--- config.mk ---
export PLATFORM = sky130hd
export DESIGN_NAME = sensor_table_linearizer_top
export DESIGN_NICKNAME = d
export VERILOG_FILES = /design/src/rtl/core/stl_pkg.sv /design/src/rtl/core/sensor_table_linearizer_top.sv /design/src/rtl/core/stl_search.sv /design/src/rtl/core/stl_div.sv
export VERILOG_INCLUDE_DIRS = /design/src /design/src/rtl/core
export SDC_FILE = /design/constraint.sdc
export NUM_CORES = 2
export LEC_CHECK = 0
export ABC_CLOCK_PERIOD_IN_PS = 101000
export BUFFER_PORTS_ARGS = -buffer_cell sky130_fd_sc_hd__buf_2
export CAP_MARGIN = 30
export CORE_UTILIZATION = 55
export CTS_CLUSTER_SIZE = 12
export DETAILED_ROUTE_END_ITERATION = 6
export PLACE_DENSITY = 0.71
export SLEW_MARGIN = 0
export SYNTH_ARGS = -nofsm -noshare
export SYNTH_HDL_FRONTEND = slang
export SYNTH_SLANG_ARGS = --single-unit
--- constraint.sdc ---
create_clock -name clk -period 101 [get_ports clk]
set_input_delay 25.25 -clock clk [delete_from_list [all_inputs] [get_ports clk]]
set_output_delay 25.25 -clock clk [all_outputs]
set_load 0.02 [all_outputs]
--- src/rtl/core/sensor_table_linearizer_top_defines.svh ---
// Assertion macros for the sensor table linearizer.
// Define NO_ASSERTIONS to compile them out.
`ifndef SENSOR_TABLE_LINEARIZER_TOP_DEFINES_SVH
`define SENSOR_TABLE_LINEARIZER_TOP_DEFINES_SVH
`ifndef NO_ASSERTIONS
`define STL_ASSERT(label, prop, msg) \
  label: assert property (@(posedge clk) disable iff (rst) (prop)) else $error(msg);
`define STL_ASSERT_NEXT(label, ante, cons, msg) \
  label: assert property (@(posedge clk) disable iff (rst) (ante) |=> (cons)) else $error(msg);
`else
`define STL_ASSERT(label, prop, msg)
`define STL_ASSERT_NEXT(label, ante, cons, msg)
`endif
`endif

--- src/rtl/core/stl_pkg.sv ---
`default_nettype none

package stl_pkg;

  // Number of sensor kinds with a table entry, and the default kind limit.
  localparam int KIND_COUNT    = 15;
  localparam int NUM_KINDS_DEF = 15;
  localparam int DIV_BITS      = 16;

  // Table sources: 0..7 are fixed tables.
  localparam logic [3:0] SRC_LINEAR = 4'd8;
  localparam logic [3:0] SRC_MV     = 4'd9;

  // Result status codes.
  localparam logic [1:0] ST_OK    = 2'd0;
  localparam logic [1:0] ST_UNDER = 2'd1;
  localparam logic [1:0] ST_OVER  = 2'd2;

  // Configuration register indexes.
  localparam logic [2:0] CFG_KIND    = 3'd0;
  localparam logic [2:0] CFG_MIN_IN  = 3'd1;
  localparam logic [2:0] CFG_MAX_IN  = 3'd2;
  localparam logic [2:0] CFG_MIN_OUT = 3'd3;
  localparam logic [2:0] CFG_MAX_OUT = 3'd4;

  typedef struct packed {
    logic signed [15:0] min_in;
    logic signed [15:0] max_in;
    logic signed [15:0] min_out;
    logic signed [15:0] max_out;
  } lin_cfg_t;

  // One item in the search pipeline.
  typedef struct packed {
    logic signed [15:0] vx;
    logic [3:0]         src;
    logic [3:0]         l;
    logic [3:0]         r;
    logic               done;
    logic [3:0]         hidx;
    logic [1:0]         status;
  } srch_t;

  // Side information that travels along the divider.
  typedef struct packed {
    logic               hit;
    logic               neg;
    logic signed [15:0] base;
    logic [1:0]         status;
  } side_t;

  localparam logic [3:0] KIND_SRC [0:14] = '{
    4'd0, 4'd0, 4'd1, 4'd2, 4'd2, 4'd3, 4'd4, 4'd5, 4'd6, 4'd7,
    SRC_LINEAR, SRC_LINEAR, SRC_LINEAR, SRC_LINEAR, SRC_MV
  };

  localparam logic [3:0] FIX_LAST [0:7] = '{
    4'd13, 4'd8, 4'd8, 4'd9, 4'd10, 4'd10, 4'd15, 4'd11
  };

  localparam logic signed [15:0] FIX_X [0:7][0:15] = '{
    '{-16'sd580, -16'sd196, 16'sd0, 16'sd526, 16'sd1022, 16'sd1188, 16'sd1466, 16'sd1964,
      16'sd2461, 16'sd2738, 16'sd2964, 16'sd3975, 16'sd4291, 16'sd4484, 16'sd0, 16'sd0},
    '{-16'sd261, -16'sd52, 16'sd0, 16'sd899, 16'sd1598, 16'sd2531, 16'sd3471, 16'sd4496,
      16'sd4751, 16'sd0, 16'sd0, 16'sd0, 16'sd0, 16'sd0, 16'sd0, 16'sd0},
    '{-16'sd385, -16'sd77, 16'sd0, 16'sd1179, 16'sd1979, 16'sd2996, 16'sd3970, 16'sd4992,
      16'sd5241, 16'sd0, 16'sd0, 16'sd0, 16'sd0, 16'sd0, 16'sd0, 16'sd0},
    '{-16'sd155, 16'sd0, 16'sd59, 16'sd299, 16'sd619, 16'sd939, 16'sd1260, 16'sd1500,
      16'sd1740, 16'sd1819, 16'sd0, 16'sd0, 16'sd0, 16'sd0, 16'sd0, 16'sd0},
    '{-16'sd150, 16'sd0, 16'sd59, 16'sd299, 16'sd619, 16'sd940, 16'sd1260, 16'sd1499,
      16'sd1739, 16'sd1900, 16'sd2059, 16'sd0, 16'sd0, 16'sd0, 16'sd0, 16'sd0},
    '{16'sd0, 16'sd0, 16'sd2, 16'sd63, 16'sd211, 16'sd408, 16'sd632, 16'sd812,
      16'sd1004, 16'sd1138, 16'sd1275, 16'sd0, 16'sd0, 16'sd0, 16'sd0, 16'sd0},
    '{-16'sd623, -16'sd618, -16'sd600, -16'sd575, -16'sd544, -16'sd507, -16'sd464, -16'sd417,
      -16'sd147, 16'sd0, 16'sd427, 16'sd875, 16'sd1036, 16'sd1313, 16'sd1842, 16'sd2086},
    '{-16'sd990, -16'sd490, 16'sd0, 16'sd480, 16'sd950, 16'sd1410, 16'sd1870, 16'sd2310,
      16'sd2750, 16'sd3180, 16'sd3590, 16'sd4010, 16'sd0, 16'sd0, 16'sd0, 16'sd0}
  };

  localparam logic signed [15:0] FIX_Y [0:7][0:15] = '{
    '{-16'sd1300, -16'sd400, 16'sd0, 16'sd1000, 16'sd1900, 16'sd2200, 16'sd2700, 16'sd3600,
      16'sd4500, 16'sd5000, 16'sd5400, 16'sd7100, 16'sd7600, 16'sd7900, 16'sd0, 16'sd0},
    '{-16'sd1100, -16'sd200, 16'sd0, 16'sd2900, 16'sd4800, 16'sd7200, 16'sd9600, 16'sd12300,
      16'sd13000, 16'sd0, 16'sd0, 16'sd0, 16'sd0, 16'sd0, 16'sd0, 16'sd0},
    '{-16'sd1100, -16'sd200, 16'sd0, 16'sd2900, 16'sd4800, 16'sd7200, 16'sd9600, 16'sd12300,
      16'sd13000, 16'sd0, 16'sd0, 16'sd0, 16'sd0, 16'sd0, 16'sd0, 16'sd0},
    '{-16'sd310, 16'sd0, 16'sd930, 16'sd3720, 16'sd6920, 16'sd9830, 16'sd12540, 16'sd14520,
      16'sd16530, 16'sd17220, 16'sd0, 16'sd0, 16'sd0, 16'sd0, 16'sd0, 16'sd0},
    '{-16'sd310, 16'sd0, 16'sd930, 16'sd3600, 16'sd6530, 16'sd9150, 16'sd11550, 16'sd13260,
      16'sd14960, 16'sd16110, 16'sd17280, 16'sd0, 16'sd0, 16'sd0, 16'sd0, 16'sd0},
    '{-16'sd310, 16'sd0, 16'sd930, 16'sd3600, 16'sd6530, 16'sd9150, 16'sd11550, 16'sd13260,
      16'sd14960, 16'sd16110, 16'sd17280, 16'sd0, 16'sd0, 16'sd0, 16'sd0, 16'sd0},
    '{-16'sd2600, -16'sd2500, -16'sd2300, -16'sd2100, -16'sd1900, -16'sd1700, -16'sd1500,
      -16'sd1300, -16'sd400, 16'sd0, 16'sd1000, 16'sd1900, 16'sd2200, 16'sd2700, 16'sd3600,
      16'sd4000},
    '{-16'sd1000, -16'sd500, 16'sd0, 16'sd500, 16'sd1000, 16'sd1500, 16'sd2000, 16'sd2500,
      16'sd3000, 16'sd3500, 16'sd4000, 16'sd4500, 16'sd0, 16'sd0, 16'sd0, 16'sd0}
  };

  // Breakpoint x of a table; the register tables have three points.
  function automatic logic signed [15:0] pt_x(logic [3:0] src, logic [3:0] idx,
                                              lin_cfg_t c);
    logic signed [15:0] v;
    if (src < SRC_LINEAR) begin
      v = FIX_X[src[2:0]][idx];
    end else begin
      unique case (idx)
        4'd0:    v = c.min_in;
        4'd1:    v = '0;
        default: v = c.max_in;
      endcase
    end
    return v;
  endfunction

  // Breakpoint y of a table.
  function automatic logic signed [15:0] pt_y(logic [3:0] src, logic [3:0] idx,
                                              lin_cfg_t c);
    logic signed [15:0] v;
    if (src < SRC_LINEAR) begin
      v = FIX_Y[src[2:0]][idx];
    end else begin
      unique case (idx)
        4'd0:    v = (src == SRC_LINEAR) ? c.min_out : c.min_in;
        4'd1:    v = '0;
        default: v = (src == SRC_LINEAR) ? c.max_out : c.max_in;
      endcase
    end
    return v;
  endfunction

endpackage

`default_nettype wire

--- src/rtl/core/sensor_table_linearizer_top.sv ---
// Sensor table linearizer.
// Input channel: sample with in_valid / in_stall; a beat is taken at a clock
// edge with in_valid high and in_stall low. Output channel: value and status
// with out_valid / out_stall, same rule. Each sample gives exactly one result.
// The configuration port writes one register per edge with cfg_we high:
// index 0 sensor kind, 1..4 the linear table end points. Write it only while
// no beat is in flight.
// The path from an accepted input beat to out_valid runs through one input
// register, a range check, four search stages, a segment fetch, a multiply,
// sixteen divider stages (one quotient bit each) and the output register.
// One beat per cycle unless stalled; the 16-stage divider sets the depth.
// When the receiver stalls with a result waiting, the whole pipeline holds
// and in_stall rises in the same cycle, so nothing is dropped or repeated.
// Synchronous reset empties the pipeline and loads the register defaults.
`default_nettype none
`include "sensor_table_linearizer_top_defines.svh"

module sensor_table_linearizer_top import stl_pkg::*; #(
  parameter int NUM_KINDS = NUM_KINDS_DEF
) (
  input  wire logic               clk,
  input  wire logic               rst,
  input  wire logic               in_valid,
  output logic                    in_stall,
  input  wire logic signed [15:0] sample,
  output logic                    out_valid,
  input  wire logic               out_stall,
  output logic signed [15:0]      value,
  output logic [1:0]              status,
  input  wire logic               cfg_we,
  input  wire logic [2:0]         cfg_index,
  input  wire logic [15:0]        cfg_data
);

  logic       adv;
  logic [3:0] sensor_kind;
  lin_cfg_t   cfg;

  // The pipeline moves unless a finished result is held by the receiver.
  assign adv      = !out_valid || !out_stall;
  assign in_stall = !adv;

  // Configuration registers.
  always_ff @(posedge clk) begin
    if (rst) begin
      sensor_kind <= '0;
      cfg.min_in  <= -16'sd2000;
      cfg.max_in  <= 16'sd12000;
      cfg.min_out <= -16'sd2000;
      cfg.max_out <= 16'sd12000;
    end else if (cfg_we) begin
      unique case (cfg_index)
        CFG_KIND:    sensor_kind <= cfg_data[3:0];
        CFG_MIN_IN:  cfg.min_in  <= cfg_data;
        CFG_MAX_IN:  cfg.max_in  <= cfg_data;
        CFG_MIN_OUT: cfg.min_out <= cfg_data;
        CFG_MAX_OUT: cfg.max_out <= cfg_data;
        default: ;
      endcase
    end
  end

  // Table selection for the current kind; unknown kinds use the last one.
  logic [4:0] kind_eff;
  logic [3:0] src_sel;
  logic [3:0] last_sel;

  always_comb begin
    kind_eff = {1'b0, sensor_kind};
    if (int'(kind_eff) >= NUM_KINDS) begin
      kind_eff = 5'(NUM_KINDS - 1);
    end
    if (kind_eff >= 5'(KIND_COUNT)) begin
      kind_eff = 5'(KIND_COUNT - 1);
    end
    src_sel  = KIND_SRC[kind_eff[3:0]];
    last_sel = (src_sel < SRC_LINEAR) ? FIX_LAST[src_sel[2:0]] : 4'd2;
  end

  // Input register.
  logic               v1;
  logic signed [15:0] vx1;
  logic [3:0]         src1;
  logic [3:0]         last1;

  always_ff @(posedge clk) begin
    if (rst) begin
      v1 <= 1'b0;
    end else if (adv) begin
      v1 <= in_valid;
    end
  end

  always_ff @(posedge clk) begin
    if (adv) begin
      vx1   <= sample;
      src1  <= src_sel;
      last1 <= last_sel;
    end
  end

  // Bracketing search.
  logic  vs;
  srch_t s;

  stl_search u_search (
    .clk      (clk),
    .rst      (rst),
    .adv      (adv),
    .in_vld   (v1),
    .in_vx    (vx1),
    .in_src   (src1),
    .in_last  (last1),
    .cfg      (cfg),
    .out_vld  (vs),
    .out_item (s)
  );

  // Segment fetch: offset, slope terms and the base value.
  side_t       prep_side;
  logic [15:0] prep_a;
  logic [15:0] prep_mag;
  logic [15:0] prep_dx;

  always_comb begin
    logic signed [15:0] xl;
    logic signed [15:0] xr;
    logic signed [15:0] yl;
    logic signed [15:0] yr;
    logic signed [15:0] yh;
    logic signed [16:0] dx;
    logic signed [16:0] dy;
    logic signed [16:0] a;
    logic signed [16:0] mag;
    xl  = pt_x(s.src, s.l, cfg);
    xr  = pt_x(s.src, s.r, cfg);
    yl  = pt_y(s.src, s.l, cfg);
    yr  = pt_y(s.src, s.r, cfg);
    yh  = pt_y(s.src, s.hidx, cfg);
    dx  = {xr[15], xr} - {xl[15], xl};
    dy  = {yr[15], yr} - {yl[15], yl};
    a   = {s.vx[15], s.vx} - {xl[15], xl};
    mag = dy[16] ? -dy : dy;
    prep_side.hit    = s.done || (dx == '0);
    prep_side.neg    = dy[16];
    prep_side.base   = s.done ? yh : yl;
    prep_side.status = s.status;
    prep_a   = a[15:0];
    prep_mag = mag[15:0];
    prep_dx  = dx[15:0];
  end

  logic        v7;
  side_t       side7;
  logic [15:0] a7;
  logic [15:0] mag7;
  logic [15:0] dx7;

  always_ff @(posedge clk) begin
    if (rst) begin
      v7 <= 1'b0;
    end else if (adv) begin
      v7 <= vs;
    end
  end

  always_ff @(posedge clk) begin
    if (adv) begin
      side7 <= prep_side;
      a7    <= prep_a;
      mag7  <= prep_mag;
      dx7   <= prep_dx;
    end
  end

  // Numerator magnitude.
  logic        v8;
  side_t       side8;
  logic [31:0] prod8;
  logic [15:0] dx8;

  always_ff @(posedge clk) begin
    if (rst) begin
      v8 <= 1'b0;
    end else if (adv) begin
      v8 <= v7;
    end
  end

  always_ff @(posedge clk) begin
    if (adv) begin
      side8 <= side7;
      prod8 <= a7 * mag7;
      dx8   <= dx7;
    end
  end

  // Pipelined divide.
  logic        vd;
  logic [15:0] quo;
  side_t       sided;

  stl_div u_div (
    .clk      (clk),
    .rst      (rst),
    .adv      (adv),
    .in_vld   (v8),
    .num      (prod8),
    .den      (dx8),
    .in_side  (side8),
    .out_vld  (vd),
    .quo      (quo),
    .out_side (sided)
  );

  // Sign, base add and saturation.
  logic signed [15:0] res;

  always_comb begin
    logic signed [17:0] sq;
    logic signed [17:0] sum;
    sq  = sided.neg ? -$signed({2'b00, quo}) : $signed({2'b00, quo});
    sum = {{2{sided.base[15]}}, sided.base} + sq;
    if (sided.hit) begin
      res = sided.base;
    end else if (sum > 18'sd32767) begin
      res = 16'sh7FFF;
    end else if (sum < -18'sd32768) begin
      res = -16'sh8000;
    end else begin
      res = sum[15:0];
    end
  end

  // Output register.
  always_ff @(posedge clk) begin
    if (rst) begin
      out_valid <= 1'b0;
    end else if (adv) begin
      out_valid <= vd;
    end
  end

  always_ff @(posedge clk) begin
    if (adv) begin
      value  <= res;
      status <= sided.status;
    end
  end

  `STL_ASSERT(a_status_code, out_valid |-> (status == ST_OK || status == ST_UNDER || status == ST_OVER), "status code out of range")
  `STL_ASSERT(a_stall_cause, in_stall |-> (out_valid && out_stall), "input stalled without a held result")
  `STL_ASSERT_NEXT(a_result_held, out_valid && out_stall, out_valid, "held result was dropped")

endmodule

`default_nettype wire

--- src/rtl/core/stl_search.sv ---
`default_nettype none

module stl_search import stl_pkg::*; (
  input  wire logic               clk,
  input  wire logic               rst,
  input  wire logic               adv,
  input  wire logic               in_vld,
  input  wire logic signed [15:0] in_vx,
  input  wire logic [3:0]         in_src,
  input  wire logic [3:0]         in_last,
  input  wire lin_cfg_t           cfg,
  output logic                    out_vld,
  output srch_t                   out_item
);

  localparam int STEPS = 4;

  srch_t entry;
  srch_t stg [0:STEPS];
  srch_t nxt [0:STEPS-1];
  logic  vld [0:STEPS];

  // One halving step of the bracketing search.
  function automatic srch_t step(srch_t s, lin_cfg_t c);
    srch_t              o;
    logic [4:0]         sum;
    logic [3:0]         mid;
    logic signed [15:0] xm;
    o   = s;
    sum = {1'b0, s.l} + {1'b0, s.r};
    mid = sum[4:1];
    xm  = pt_x(s.src, mid, c);
    if (!s.done && ((s.r - s.l) > 4'd1)) begin
      if (s.vx > xm) begin
        o.l = mid;
      end else if (s.vx < xm) begin
        o.r = mid;
      end else begin
        o.done = 1'b1;
        o.hidx = mid;
      end
    end
    return o;
  endfunction

  // Range check against the end points; clamped items skip the search.
  always_comb begin
    logic signed [15:0] x0;
    logic signed [15:0] xn;
    x0 = pt_x(in_src, 4'd0, cfg);
    xn = pt_x(in_src, in_last, cfg);
    entry        = '0;
    entry.vx     = in_vx;
    entry.src    = in_src;
    entry.r      = in_last;
    entry.status = ST_OK;
    if (in_vx <= x0) begin
      entry.done   = 1'b1;
      entry.hidx   = 4'd0;
      entry.status = (in_vx < x0) ? ST_UNDER : ST_OK;
    end else if (in_vx > xn) begin
      entry.done   = 1'b1;
      entry.hidx   = in_last;
      entry.status = ST_OVER;
    end
  end

  always_ff @(posedge clk) begin
    if (rst) begin
      vld[0] <= 1'b0;
    end else if (adv) begin
      vld[0] <= in_vld;
    end
  end

  always_ff @(posedge clk) begin
    if (adv) begin
      stg[0] <= entry;
    end
  end

  // Search stages, one halving each.
  for (genvar k = 0; k < STEPS; k++) begin : g_step
    assign nxt[k] = step(stg[k], cfg);

    always_ff @(posedge clk) begin
      if (rst) begin
        vld[k+1] <= 1'b0;
      end else if (adv) begin
        vld[k+1] <= vld[k];
      end
    end

    always_ff @(posedge clk) begin
      if (adv) begin
        stg[k+1] <= nxt[k];
      end
    end
  end

  assign out_vld  = vld[STEPS];
  assign out_item = stg[STEPS];

endmodule

`default_nettype wire

--- src/rtl/core/stl_div.sv ---
`default_nettype none

module stl_div import stl_pkg::*; (
  input  wire logic        clk,
  input  wire logic        rst,
  input  wire logic        adv,
  input  wire logic        in_vld,
  input  wire logic [31:0] num,
  input  wire logic [15:0] den,
  input  wire side_t       in_side,
  output logic             out_vld,
  output logic [15:0]      quo,
  output side_t            out_side
);

  // The quotient is known to fit in DIV_BITS bits, so the upper half of the
  // numerator starts as the partial remainder.
  logic [15:0] rem  [0:DIV_BITS];
  logic [15:0] lo   [0:DIV_BITS];
  logic [15:0] q    [0:DIV_BITS];
  logic [15:0] d    [0:DIV_BITS];
  side_t       sd   [0:DIV_BITS];
  logic        vld  [0:DIV_BITS];

  assign rem[0] = num[31:16];
  assign lo[0]  = num[15:0];
  assign q[0]   = '0;
  assign d[0]   = den;
  assign sd[0]  = in_side;
  assign vld[0] = in_vld;

  // Restoring division, one quotient bit per stage.
  for (genvar i = 0; i < DIV_BITS; i++) begin : g_bit
    logic [16:0] t;
    logic [16:0] diff;
    logic        ge;

    assign t    = {rem[i], lo[i][15]};
    assign diff = t - {1'b0, d[i]};
    assign ge   = (t >= {1'b0, d[i]});

    always_ff @(posedge clk) begin
      if (rst) begin
        vld[i+1] <= 1'b0;
      end else if (adv) begin
        vld[i+1] <= vld[i];
      end
    end

    always_ff @(posedge clk) begin
      if (adv) begin
        rem[i+1] <= ge ? diff[15:0] : t[15:0];
        lo[i+1]  <= {lo[i][14:0], 1'b0};
        q[i+1]   <= {q[i][14:0], ge};
        d[i+1]   <= d[i];
        sd[i+1]  <= sd[i];
      end
    end
  end

  assign out_vld  = vld[DIV_BITS];
  assign quo      = q[DIV_BITS];
  assign out_side = sd[DIV_BITS];

endmodule

`default_nettype wire
==> metrics <==
outcome finished with violations; failing checks design-rule violations; Post-synth EDFFs about 1400; proportion of synthesized area in mux cells under 10%; Synth Area in Adders 12.4%; share of layout cells above drive strength 1 under 10%; GRT overflow 0; syn_nets approximately 10000; DR iter-0 viols 9249; All-Layer GR Usage 31.9%; RSZ-0062 raised after global routing no; sequential cell area fraction in the yosys report between 40% and 50%; xor and xnor area share after synthesis about 2.9%; Critical Path AT approximately 27000 ps; max-slew violations 0; setup_tns 0 ps; Synth Flop Type edfxtp_1; die extent in y around 420 um; remaining antenna violation count 0; DRT Pass-1 Iters 7; Post-CTS Hold Buffers 0; Fin. Hold Viols 0; synth cell count leaders edfxtp_1 (1409), nand2_1 (998), a21oi_1 (823); post-route DRC violation count 1; worst slew pin tran roughly 1100 ps; WHS Path Cells 0; CP startpoint kind input pin; Synth area leaders edfxtp_1 (45%), ha_1 (7.8%), fa_1 (4.6%), a21oi_1 (4.3%), nand2_1 (3.9%); Detailed Route WL around 280000 um; first-pass GRT wire length between 400000 and 500000 um; Hold Crit Start u_search.stg[0][1]; RR Startpoint u_search.stg[0][155]; Max-Slew Margin vs Limit between 20% and 30%; largest area contributor in the netlist edfxtp_1; Critical Path RT 75750 ps; MaxCap Viol Count 0; Core Region approximately 170000 um^2; FF-to-FF path depth 23; yosys warns 0; drt wl/cell approximately 24 um; clk buf depth 3; post-synthesis compound-gate area fraction 17.8%; IO Count 60; Root Driver clkbuf_16; clk sinks ~1500; Max Clk Rate 0.0192 GHz; Yosys top cell area share between 40% and 50%; initial antenna violation count 12; number of global-route vias before repair 70000; CP endpoint kind output pin; via count about 73000; # setup viols final 0; Final #Nets around 10000; Post-Synth Simple-Gate Area roughly 12%; Core Rows about 150; Vias/cell about 6.3; minimum clock period approximately 52000 ps; synthesized area 94900 um^2; CTS Buf Count 159; hpwl dp slightly above 200000 um; CP max FO 59; Syn Area/Cell 10.1 um^2; gp weighted congestion around 1.1; post-synth cell types just over 90; pin count of the biggest net entering global routing 148; #FFs+latches synth 1497; RR Endpoint side7[19]; Gate Count Post-Synth 9399; worst clock skew between 60 and 70 ps; Setup Crit Path Kind input pin to output pin; die area around 170000 um^2; reg2reg setup slack between 90000 and 100000 ps; final period utilization approximately 50%; htree depth 4; largest family of logic cells by synthesized area compound AO/OA/AOI/OAI gates; TritonCTS clock tree done; Hold Path End u_search.stg[0][36]; cts repair resizes 0; Clk Latency, worst-skew pair just over 800 ps; area grow syn2layout 7.79%; post-synthesis async set-or-reset flop share 0%; Port Buffers 59; post-CTS setup buffers 0; CTS clk-pin slew, worst paths 70 ps; Die W 417 um; Min-Delay Path Class register to register; count leader, synth edfxtp_1; Initial Util a little under three fifths
worst max-delay path: stages:
cell     delay (ps)
buf_2           110
nand2_4         530
inv_1           540
buf_2           300
cells in the final DEF, fill, tap and decap left out, types with 61 or more instances in the layout:
cell and instances:
o21ai_0 594, ha_1 591, nor2_1 672, xor2_1 117, buf_4 142, nand3_1 173, clkbuf_16 159, inv_1 675
o21a_1 89, a21oi_1 823, o311ai_0 108, fa_1 216, nand2_1 996, a211oi_1 119, mux2_2 135, nand2b_1 85
edfxtp_1 1409, nor2b_1 103, o31ai_1 61, o22ai_1 83, nor3_1 157, mux2i_1 77, dfxtp_1 88, a21o_1 126
and2_1 147, nand4_1 65, o211ai_1 90, xnor2_1 194, buf_2 62, a31oi_1 103
state kept, by name, summed over array words and instances (netlist names), 20 cells and up:
signal,cells
side8,20
u_search.stg,170
u_div.sd,300
u_div.d,240
u_div.g_bit.t,255
side7,20
u_div.lo,105
prod8,32
u_div.q,120
cfg,64
u_div.out_side,20
final cells by class:
type | instances | area (um^2)
Fill cell | 14300 | 69300
Multi-Input combinational cell | 6629 | 46200
Sequential cell | 1497 | 44100
Clock buffer | 194 | 4140
Tap cell | 2310 | 2890
Inverter | 685 | 2570
Timing Repair Buffer | 215 | 1610
Clock inverter | 65 | 832
Antenna cell | 3 | 7.51
worst max path at each step:
stage               startpoint        to  slack (ps)  cells after the start
floorplan            out_stall     a7[0]       35350                      2
global placement     out_stall  in_stall       49000                      4
detailed placement   out_stall  in_stall       48950                      4
CTS                  out_stall  in_stall       48950                      4
global route         out_stall  in_stall       48850                      4
finish               out_stall  in_stall       49000                      4
stage by stage:
stage | setup slack, ps | std cells | hold slack [ps] | utilization, % | cell area (um^2)
floorplan | 35350 | 9399 | 400 | - | 94900
global placement | 49000 | 11300 | 400 | 56.6 | 97100
detailed placement | 48950 | 11300 | 405 | 56.6 | 97200
CTS | 48950 | 11600 | 360 | 59.5 | 102000
global route | 48850 | 11600 | 369 | 59.6 | 102000
finish | 49000 | 11600 | 367 | 59.6 | 102000
per-layer routing:
metal / vias up / global-route usage (%) / wire, um / share of wire [%]
met5: - / 0 / 95 / 0.034
met4: 14 / 17.6 / 17800 / 6.3
met1: 35300 / 40.9 / 111000 / 39
met3: 787 / 5.65 / 23200 / 8.2
met2: 3561 / 51.4 / 131000 / 46
li1: 33800 / - / - / -
logic make-up (layout without fill, tap and decap cells):
| kind of cell | Yosys count | after routing |
|---|---|---|
| buf+inv | 1273 | 1159 |
| xor+xnor | 319 | 319 |
| compound gates | 2666 | 2666 |
| flops | 1497 | 1497 |
| other cells | 0 | 3 |
| mux | 233 | 233 |
| fa+ha+maj | 811 | 811 |
| simple gates | 2600 | 2600 |
Power is not shown: default switching activity piles up to over one toggle a cycle in this logic, so the estimate is an artifact.
